File: src/design/ili_pkg.sv
// ----------------------------------------------------------------------------
// ili_pkg
// Shared types and codes of the indexed list: request and result payloads,
// request kinds, status codes, controller states and the command and status
// bundles between controller and datapath.
// ----------------------------------------------------------------------------
package ili_pkg;

	// request kinds
	localparam logic [1:0] REQ_INSERT = 2'd0;
	localparam logic [1:0] REQ_GET    = 2'd1;
	localparam logic [1:0] REQ_DELETE = 2'd2;

	// result status codes
	localparam logic [1:0] STAT_OK    = 2'd0;
	localparam logic [1:0] STAT_RANGE = 2'd1;
	localparam logic [1:0] STAT_FULL  = 2'd2;
	localparam logic [1:0] STAT_NULL  = 2'd3;

	// request payload
	typedef struct packed {
		logic [1:0]  req_type;
		logic [6:0]  position;
		logic [31:0] value;
	} ili_req_t;

	// result payload
	typedef struct packed {
		logic [31:0] read_value;
		logic [1:0]  status;
		logic [6:0]  count_after;
	} ili_res_t;

	// controller states
	typedef enum logic [2:0] {
		ST_IDLE,
		ST_EXEC,
		ST_GET_WAIT,
		ST_SHIFT_RD,
		ST_SHIFT_WR,
		ST_INS_WR,
		ST_DONE
	} ili_state_t;

	// controller to datapath
	typedef struct packed {
		logic take_req;
		logic eval;
		logic get_rd;
		logic get_done;
		logic shift_rd;
		logic shift_wr;
		logic ins_wr;
		logic del_done;
		logic push;
	} ili_cmd_t;

	// datapath to controller
	typedef struct packed {
		logic reject;
		logic kind_get;
		logic kind_ins;
		logic shift_none;
		logic shift_end;
		logic out_free;
	} ili_stat_t;

endpackage

File: src/design/ili_stream_if.sv
// ----------------------------------------------------------------------------
// ili_stream_if
// Valid/ready channel with a typed payload; one transfer at each clock edge
// where valid and ready are both high.
// ----------------------------------------------------------------------------
interface ili_stream_if #(
	parameter type T = logic
);
	logic valid;
	logic ready;
	T     data;

	modport source (output valid, output data, input ready);
	modport sink   (input valid, input data, output ready);
endinterface

File: src/design/ili_ram.sv
// ----------------------------------------------------------------------------
// ili_ram
// Generic simple dual-port RAM: one write port, one read port with
// registered read data.
// ----------------------------------------------------------------------------
module ili_ram #(
	parameter int WIDTH = 32,
	parameter int DEPTH = 64
) (
	input  logic                     clk,
	input  logic                     we,
	input  logic [$clog2(DEPTH)-1:0] waddr,
	input  logic [WIDTH-1:0]         wdata,
	input  logic                     re,
	input  logic [$clog2(DEPTH)-1:0] raddr,
	output logic [WIDTH-1:0]         rdata
);
	logic [WIDTH-1:0] mem_q [DEPTH];
	logic [WIDTH-1:0] rdata_q;

	// write port
	always_ff @(posedge clk) begin
		if (we) begin
			mem_q[waddr] <= wdata;
		end
	end

	// registered read port
	always_ff @(posedge clk) begin
		if (re) begin
			rdata_q <= mem_q[raddr];
		end
	end

	assign rdata = rdata_q;
endmodule

File: src/design/ili_ctrl.sv
// ----------------------------------------------------------------------------
// ili_ctrl
// Request sequencer: takes a request, walks the entry moves of an insert or
// delete one read and one write at a time, then hands the result out.
// ----------------------------------------------------------------------------
module ili_ctrl (
	input  logic                clk,
	input  logic                arst_n,
	input  logic                req_valid,
	output logic                req_ready,
	input  ili_pkg::ili_stat_t  stat,
	output ili_pkg::ili_cmd_t   cmd
);
	ili_pkg::ili_state_t state_q;
	ili_pkg::ili_state_t state_d;

	// state register
	always_ff @(posedge clk or negedge arst_n) begin
		if (!arst_n) begin
			state_q <= ili_pkg::ST_IDLE;
		end else begin
			state_q <= state_d;
		end
	end

	// next state
	always_comb begin
		state_d = state_q;
		case (state_q)
			ili_pkg::ST_IDLE: begin
				if (req_valid) state_d = ili_pkg::ST_EXEC;
			end
			ili_pkg::ST_EXEC: begin
				if (stat.reject) begin
					state_d = ili_pkg::ST_DONE;
				end else if (stat.kind_get) begin
					state_d = ili_pkg::ST_GET_WAIT;
				end else if (stat.shift_none) begin
					state_d = stat.kind_ins ? ili_pkg::ST_INS_WR : ili_pkg::ST_DONE;
				end else begin
					state_d = ili_pkg::ST_SHIFT_RD;
				end
			end
			ili_pkg::ST_GET_WAIT: state_d = ili_pkg::ST_DONE;
			ili_pkg::ST_SHIFT_RD: state_d = ili_pkg::ST_SHIFT_WR;
			ili_pkg::ST_SHIFT_WR: begin
				if (!stat.shift_end) begin
					state_d = ili_pkg::ST_SHIFT_RD;
				end else begin
					state_d = stat.kind_ins ? ili_pkg::ST_INS_WR : ili_pkg::ST_DONE;
				end
			end
			ili_pkg::ST_INS_WR: state_d = ili_pkg::ST_DONE;
			ili_pkg::ST_DONE: begin
				if (stat.out_free) state_d = ili_pkg::ST_IDLE;
			end
			default: state_d = ili_pkg::ST_IDLE;
		endcase
	end

	// outputs
	always_comb begin
		cmd = '0;
		req_ready = 1'b0;
		case (state_q)
			ili_pkg::ST_IDLE: begin
				req_ready = 1'b1;
				cmd.take_req = req_valid;
			end
			ili_pkg::ST_EXEC: begin
				cmd.eval = 1'b1;
				cmd.get_rd = !stat.reject && stat.kind_get;
				cmd.del_done = !stat.reject && !stat.kind_get && !stat.kind_ins &&
					stat.shift_none;
			end
			ili_pkg::ST_GET_WAIT: cmd.get_done = 1'b1;
			ili_pkg::ST_SHIFT_RD: cmd.shift_rd = 1'b1;
			ili_pkg::ST_SHIFT_WR: begin
				cmd.shift_wr = 1'b1;
				cmd.del_done = stat.shift_end && !stat.kind_ins;
			end
			ili_pkg::ST_INS_WR: cmd.ins_wr = 1'b1;
			ili_pkg::ST_DONE: cmd.push = stat.out_free;
			default: cmd = '0;
		endcase
	end

	// sequencing checks
	a_done_to_idle: assert property (@(posedge clk) disable iff (!arst_n)
		(state_q == ili_pkg::ST_DONE && stat.out_free) |=> state_q == ili_pkg::ST_IDLE)
		else $error("result handed out but controller did not return to idle");
	a_ins_wr_done: assert property (@(posedge clk) disable iff (!arst_n)
		cmd.ins_wr |=> (state_q == ili_pkg::ST_DONE && !req_ready))
		else $error("insert write not followed by result stage");
endmodule

File: src/design/ili_dpath.sv
// ----------------------------------------------------------------------------
// ili_dpath
// Datapath of the indexed list: request registers, range checks, entry
// count, move cursor, entry RAM and the result output register.
// ----------------------------------------------------------------------------
module ili_dpath #(
	parameter int DEPTH      = 64,
	parameter int DATA_WIDTH = 32
) (
	input  logic               clk,
	input  logic               arst_n,
	input  ili_pkg::ili_req_t  req_data,
	input  ili_pkg::ili_cmd_t  cmd,
	output ili_pkg::ili_stat_t stat,
	output logic               res_valid,
	input  logic               res_ready,
	output ili_pkg::ili_res_t  res_data
);
	localparam int AW = $clog2(DEPTH);
	localparam int CW = $clog2(DEPTH + 1);
	localparam int PW = (CW > 7) ? CW : 7;

	logic [1:0]            type_q;
	logic [PW-1:0]         pos_q;
	logic [DATA_WIDTH-1:0] word_q;
	logic [CW-1:0]         count_q;
	logic [AW-1:0]         idx_q;
	logic [1:0]            stat_q;
	logic [31:0]           rd_q;
	ili_pkg::ili_res_t     res_q;
	logic                  res_valid_q;

	logic [63:0]           value_ext;
	logic [63:0]           rdata_ext;
	logic [63:0]           count_ext;
	logic [PW-1:0]         cnt_x;
	logic [1:0]            chk_stat;
	logic                  is_ins;
	logic                  is_get;
	logic                  is_del;
	logic                  ram_we;
	logic [AW-1:0]         ram_waddr;
	logic [DATA_WIDTH-1:0] ram_wdata;
	logic                  ram_re;
	logic [AW-1:0]         ram_raddr;
	logic [DATA_WIDTH-1:0] ram_rdata;

	assign value_ext = 64'(req_data.value);
	assign rdata_ext = 64'(ram_rdata);
	assign count_ext = 64'(count_q);
	assign cnt_x     = PW'(count_q);
	assign is_ins    = (type_q == ili_pkg::REQ_INSERT);
	assign is_get    = (type_q == ili_pkg::REQ_GET);
	assign is_del    = (type_q == ili_pkg::REQ_DELETE);

	// request capture
	always_ff @(posedge clk) begin
		if (cmd.take_req) begin
			type_q <= req_data.req_type;
			pos_q  <= PW'(req_data.position);
			word_q <= value_ext[DATA_WIDTH-1:0];
		end
	end

	// request checks
	always_comb begin
		chk_stat = ili_pkg::STAT_OK;
		if (is_ins) begin
			if (word_q == '0) begin
				chk_stat = ili_pkg::STAT_NULL;
			end else if (pos_q > cnt_x) begin
				chk_stat = ili_pkg::STAT_RANGE;
			end else if (count_q == CW'(DEPTH)) begin
				chk_stat = ili_pkg::STAT_FULL;
			end
		end else if (is_get || is_del) begin
			if (pos_q >= cnt_x) chk_stat = ili_pkg::STAT_RANGE;
		end
	end

	// status to controller
	always_comb begin
		stat.reject     = (chk_stat != ili_pkg::STAT_OK) || !(is_ins || is_get || is_del);
		stat.kind_get   = is_get;
		stat.kind_ins   = is_ins;
		stat.shift_none = is_ins ? (cnt_x == pos_q) :
			((PW + 1)'(pos_q) + (PW + 1)'(1) == (PW + 1)'(cnt_x));
		stat.shift_end  = is_ins ?
			((PW + 1)'(idx_q) == (PW + 1)'(pos_q) + (PW + 1)'(1)) :
			((PW + 1)'(idx_q) + (PW + 1)'(2) == (PW + 1)'(cnt_x));
		stat.out_free   = !res_valid_q || res_ready;
	end

	// result staging and move cursor
	always_ff @(posedge clk) begin
		if (cmd.eval) begin
			stat_q <= chk_stat;
			rd_q   <= '0;
			idx_q  <= is_ins ? count_q[AW-1:0] : pos_q[AW-1:0];
		end
		if (cmd.get_done) begin
			rd_q <= rdata_ext[31:0];
		end
		if (cmd.shift_wr) begin
			idx_q <= is_ins ? idx_q - AW'(1) : idx_q + AW'(1);
		end
	end

	// entry count
	always_ff @(posedge clk or negedge arst_n) begin
		if (!arst_n) begin
			count_q <= '0;
		end else if (cmd.ins_wr) begin
			count_q <= count_q + CW'(1);
		end else if (cmd.del_done) begin
			count_q <= count_q - CW'(1);
		end
	end

	// entry ram ports
	always_comb begin
		ram_re    = cmd.get_rd || cmd.shift_rd;
		ram_raddr = cmd.get_rd ? pos_q[AW-1:0] :
			(is_ins ? idx_q - AW'(1) : idx_q + AW'(1));
		ram_we    = cmd.shift_wr || cmd.ins_wr;
		ram_waddr = cmd.ins_wr ? pos_q[AW-1:0] : idx_q;
		ram_wdata = cmd.ins_wr ? word_q : ram_rdata;
	end

	ili_ram #(
		.WIDTH (DATA_WIDTH),
		.DEPTH (DEPTH)
	) u_ram (
		.clk   (clk),
		.we    (ram_we),
		.waddr (ram_waddr),
		.wdata (ram_wdata),
		.re    (ram_re),
		.raddr (ram_raddr),
		.rdata (ram_rdata)
	);

	// result output register
	always_ff @(posedge clk or negedge arst_n) begin
		if (!arst_n) begin
			res_valid_q <= 1'b0;
		end else if (cmd.push) begin
			res_valid_q <= 1'b1;
		end else if (res_ready) begin
			res_valid_q <= 1'b0;
		end
	end

	always_ff @(posedge clk) begin
		if (cmd.push) begin
			res_q.read_value  <= rd_q;
			res_q.status      <= stat_q;
			res_q.count_after <= count_ext[6:0];
		end
	end

	assign res_valid = res_valid_q;
	assign res_data  = res_q;

	// datapath checks
	a_count_bound: assert property (@(posedge clk) disable iff (!arst_n)
		count_q <= CW'(DEPTH))
		else $error("entry count above capacity");
	a_count_step: assert property (@(posedge clk) disable iff (!arst_n)
		!$stable(count_q) |-> (count_q == $past(count_q) + CW'(1)) ||
			(count_q == $past(count_q) - CW'(1)))
		else $error("entry count moved by more than one");
	a_move_in_list: assert property (@(posedge clk) disable iff (!arst_n)
		cmd.shift_wr |-> CW'(idx_q) <= count_q)
		else $error("entry move outside the list");
	a_push_free: assert property (@(posedge clk) disable iff (!arst_n)
		cmd.push |-> (!res_valid_q || res_ready))
		else $error("result overwritten before transfer");
endmodule

File: src/design/indexed_list_insert_delete.sv
// A request is taken in idle and checked in exec. A rejected or ignored
// request then goes to the result stage, a get waits for its RAM read, and
// an insert or delete walks its entry moves, an insert then writing the new
// word. The next request can transfer in the cycle after the result register
// loads. Each moved entry takes one RAM read and one RAM write. Reset
// clears the entry count and the result valid; entry contents are left as is.
// ----------------------------------------------------------------------------
// indexed_list_insert_delete
// Ordered list of data words with insert, get and delete at a position;
// controller, datapath and entry RAM.
// ----------------------------------------------------------------------------
module indexed_list_insert_delete #(
	parameter int DEPTH      = 64,
	parameter int DATA_WIDTH = 32
) (
	input logic          clk,
	input logic          arst_n,
	ili_stream_if.sink   req,
	ili_stream_if.source res
);
	ili_pkg::ili_cmd_t  cmd;
	ili_pkg::ili_stat_t stat;
	logic               req_ready;
	logic               res_valid;
	ili_pkg::ili_res_t  res_data;

	ili_ctrl u_ctrl (
		.clk       (clk),
		.arst_n    (arst_n),
		.req_valid (req.valid),
		.req_ready (req_ready),
		.stat      (stat),
		.cmd       (cmd)
	);

	ili_dpath #(
		.DEPTH      (DEPTH),
		.DATA_WIDTH (DATA_WIDTH)
	) u_dpath (
		.clk       (clk),
		.arst_n    (arst_n),
		.req_data  (req.data),
		.cmd       (cmd),
		.stat      (stat),
		.res_valid (res_valid),
		.res_ready (res.ready),
		.res_data  (res_data)
	);

	assign req.ready = req_ready;
	assign res.valid = res_valid;
	assign res.data  = res_data;
endmodule

File: src/flat_wrapper.sv
// flat-port wrapper written by rule: the top's interface ports become plain ports
module indexed_list_insert_delete_flat import ili_pkg::*;
#(
	parameter int DEPTH      = 64,
	parameter int DATA_WIDTH = 32
)
  (clk, arst_n, req_valid, req_data, req_ready, res_valid, res_data, res_ready);
  ili_stream_if #(.T(ili_req_t)) req_i ();
  ili_stream_if #(.T(ili_res_t)) res_i ();
  input logic clk;
  input logic arst_n;
  input wire logic [$bits(req_i.valid)-1:0] req_valid;
  input wire logic [$bits(req_i.data)-1:0] req_data;
  output wire logic [$bits(req_i.ready)-1:0] req_ready;
  output wire logic [$bits(res_i.valid)-1:0] res_valid;
  output wire logic [$bits(res_i.data)-1:0] res_data;
  input wire logic [$bits(res_i.ready)-1:0] res_ready;
  assign req_i.valid = req_valid;
  assign req_i.data = req_data;
  assign req_ready = req_i.ready;
  assign res_valid = res_i.valid;
  assign res_data = res_i.data;
  assign res_i.ready = res_ready;
  indexed_list_insert_delete #(.DEPTH(DEPTH), .DATA_WIDTH(DATA_WIDTH)) u_core (.clk(clk), .arst_n(arst_n), .req(req_i), .res(res_i));
endmodule
File: config.mk
export PLATFORM = sky130hd
export DESIGN_NAME = indexed_list_insert_delete_flat
export DESIGN_NICKNAME = d
export VERILOG_FILES = /design/src/design/ili_pkg.sv /design/src/design/ili_stream_if.sv /design/src/design/ili_ram.sv /design/src/design/ili_ctrl.sv /design/src/design/ili_dpath.sv /design/src/design/indexed_list_insert_delete.sv /design/src/flat_wrapper.sv
export SDC_FILE = /design/constraint.sdc
export NUM_CORES = 2
export LEC_CHECK = 0
export BUFFER_PORTS_ARGS = -buffer_cell sky130_fd_sc_hd__buf_2
export CAP_MARGIN = 30
export CORE_MARGIN = 3
export CORE_UTILIZATION = 55
export CTS_CLUSTER_SIZE = 14
export DETAILED_ROUTE_END_ITERATION = 10
export PLACE_DENSITY_LB_ADDON = 0.3
export REMOVE_ABC_BUFFERS = 1
export SLEW_MARGIN = 5
export SYNTH_ARGS = -nofsm -noshare
export SYNTH_HDL_FRONTEND = slang
export SYNTH_SLANG_ARGS = --single-unit
File: constraint.sdc
create_clock -name clk -period 10.43 [get_ports clk]
set_input_delay 2.6075 -clock clk [delete_from_list [all_inputs] [get_ports clk]]
set_output_delay 2.6075 -clock clk [all_outputs]
set_load 0.05 [all_outputs]
==> flow_summary.json <==
{
  "outcome": "finished, final reports clean",
  "crit_top_cell": "buf_4",
  "grt_setup_unrepaired": "false",
  "async_flop_share": 0.00497,
  "cts_htree_levels": 4,
  "top_usage_layer": "met2",
  "yosysUniqueCellTypes": 83,
  "whs_ps": 415,
  "ys_seq_area_frac": 0.756,
  "use_met3": 0.0812,
  "die_y_um": 406,
  "post_cts_buffers": 0,
  "grt_use_met1": 0.417,
  "grtUsageTotal": 0.303,
  "cpMaxStageDelayCell": "or4_1",
  "hp-class": "reg -> reg",
  "grt_pass1_wl_um": 363000,
  "cp-end-kind": "flop",
  "globalplace.congestion": 0.925,
  "layout_min_cycle_time_ps": 6360,
  "overflow": 0,
  "wire_per_inst_um": 28.7,
  "yosysWarningCount": 0,
  "slew_headroom": 0.221,
  "initialDrtViolationCount": 8369,
  "cts.reportedPaths.clkPinSlew_ps": 60,
  "root_buffer": "clkbuf_16",
  "start_util": 0.554,
  "required_ps": 11060,
  "slew_violations": 0,
  "ant_nets": 0,
  "die_x_um": 406,
  "clock_skew_ps": 34.1,
  "pwr_density_cell_nw_per_um2": 350,
  "path_class": "reg -> reg",
  "crit_fanout": 76,
  "nets": 6574,
  "synth-main-ff-cell": "edfxtp_1",
  "synth_top_cells_by_area": "edfxtp_1, nand2_1, nand3_1, a21oi_1, mux2i_1",
  "crit_arrival_ps": 6990,
  "setup_violations": 0,
  "synth_top_area_share": 0.753,
  "drt_wl_total_um": 252000,
  "critPathLaunchType": "flop",
  "synthCells": 6386,
  "numCtsBuffers": 211,
  "io_pins": 88,
  "hpwl_um": 142000,
  "synth_enable_flop_cells": 2202,
  "use_met2": 0.454,
  "synthToLayoutAreaGrowth_pct": 11.8,
  "grt_pass1_vias": 53260,
  "io_buffers": 87,
  "yosysMostFrequentCell": "edfxtp_1",
  "tightestPinTransition_ps": 1140,
  "drv_cap": 0,
  "cts_tree": "done",
  "cts_hold_buf": 0,
  "grt_max_degree": 175,
  "clock_latency_ps": 840,
  "power_w": 0.0344,
  "vias_per_cell": 6.41,
  "cts.path.max_buffers": 3,
  "cts.sink_count": 2213,
  "syn_avg_cell_area_um2": 13.8,
  "die_area_um2": 165000,
  "rows": 146,
  "yosys-top-cells-count": "edfxtp_1, nand2_1, nand3_1",
  "via_count": 56217,
  "final_layout_size_suffix_gt1_frac": 0.111,
  "leakage_nw": 33.1,
  "post_cts_resized": 0,
  "ys_seq_elements": 2213,
  "synth_area_um2": 87900,
  "vdd_drop_max_uv": 673,
  "fmax_mhz": 157,
  "synth_top_area_cell": "edfxtp_1",
  "antenna_found_initial": 8,
  "post-route-period-util": 0.610,
  "drt_first_pass_iters": 6,
  "path_cells": "nor4_1, nand4_1, o211a_1, a21o_4, nand3_2, and2_4, buf_4, buf_4, nand2_1, nand3_1, a21oi_1, or4_1, a2111oi_2",
  "slowest_delay_ps": 770,
  "hold_viol_final": 0,
  "design.core.area_um2": 159000,
  "drc": 0
}
==> cell usage in the layout (no fill, tap or decap), types with 43 or more instances in the layout <==
cell type  synthesis  layout
mux2i_1          126     124
buf_4             19     170
a22oi_1           43      43
nor2_4             2      69
a21oi_1          310     309
nand2_1         1698    1696
nand3_1          689     689
buf_2            216      90
nand4_1           43      43
nor2_1           134      65
o21ai_0           52      51
a211oi_1          55      54
mux2_2            46      45
edfxtp_1        2202    2202
a31oi_1           52      52
nor4_1            66      53
clkbuf_1         105      55
clkinv_1           0      59
o22ai_1           47      47
clkbuf_16          0     214
==> metal layers <==
layer / up-vias / share of wire / wire length, µm
li1: 24046 / - / -
met3: 568 / 0.13 / 32400
met2: 3662 / 0.45 / 113000
met4: 4 / 0.050 / 12600
met5: - / 0.00089 / 223
met1: 27937 / 0.37 / 93500
==> sequential cells by signal (all words and copies together) (netlist names) <==
signal                      flops
u_core.u_dpath.pos_q            7
u_core.u_dpath.idx_q            6
u_core.u_ctrl.state_q           3
u_core.u_dpath.cnt_x            7
u_core.u_dpath.u_ram.mem_q   2048
u_core.u_dpath.u_ram.rdata     32
u_core.u_dpath.res_valid        1
u_core.u_dpath.word_q          32
u_core.u_dpath.stat_q           2
u_core.u_dpath.rd_q            32
u_core.u_dpath.type_q           2
u_core.u_dpath.res_data        41
==> logic make-up (layout without fill, tap and decap cells) <==
logic type	count (synthesis)	after routing	synth area share
muxes	174	174	0.0207
xor gates and xnor gates	33	33	0.00329
DFF	2213	2213	0.756
AOI/OAI and AO/OA	772	772	0.0591
other	0	8	0
and+or+nand+nor	2775	2775	0.136
buffers and inverters	396	695	0.0212
adders and majority gates	23	23	0.00345
==> critical path: cells and delay by family, from the launching register on <==
family / cells / cell delay, ps
and+or+nand+nor: 7 / 2980
AOI/OAI and AO/OA: 4 / 1260
DFF: 1 / 410
buffers and inverters: 2 / 1340
==> area by class of cell <==
class / count / area [µm²]
Sequential cell: 2213 / 66400
Fill cell: 11431 / 60400
Multi-Input combinational cell: 3777 / 20300
Clock buffer: 269 / 5560
Tap cell: 2072 / 2590
Timing Repair Buffer: 282 / 2210
Clock inverter: 123 / 1050
Inverter: 21 / 78.8
Antenna cell: 8 / 20.0
==> stage by stage <==
step           utilization  instance area, µm²  std cells  TNS, ps  setup slack, ps
2_1_floorplan            -               86100       6011  -214720            -7710
3_3_place_gp         0.575               91100       8338        0             3560
3_5_place_dp         0.577               91500       8364        0             4220
4_1_cts              0.619               98200       8756        0             4170
5_1_grt              0.619               98200       8758        0             3890
6_report             0.619               98200       8765        0             4070
==> worst paths after layout <==
check                                         startpoint                             end  slack [ps]  cells past startpoint
worst max-delay path            u_core.u_dpath.word_q[8]  u_core.u_dpath.u_ram.rdata[28]        4070                     13
worst min-delay path             u_core.u_dpath.rd_q[30]     u_core.u_dpath.res_data[39]         420                      0
worst max register to register  u_core.u_dpath.word_q[8]  u_core.u_dpath.u_ram.rdata[28]        4070                     13
worst min register to register   u_core.u_dpath.rd_q[30]     u_core.u_dpath.res_data[39]         420                      0
max in group asynchronous                         arst_n         u_core.u_dpath.cnt_x[5]        8580                      1
min in group asynchronous                         arst_n         u_core.u_dpath.cnt_x[6]        1630                      1
==> power by group <==
part | total, W | internal, W | switching, W
combinational | 0.0148 | 0.00387 | 0.0109
sequential | 0.0122 | 0.0118 | 0.000397
clock | 0.00738 | 0.00409 | 0.00329
(Power assumes the default switching activity.)
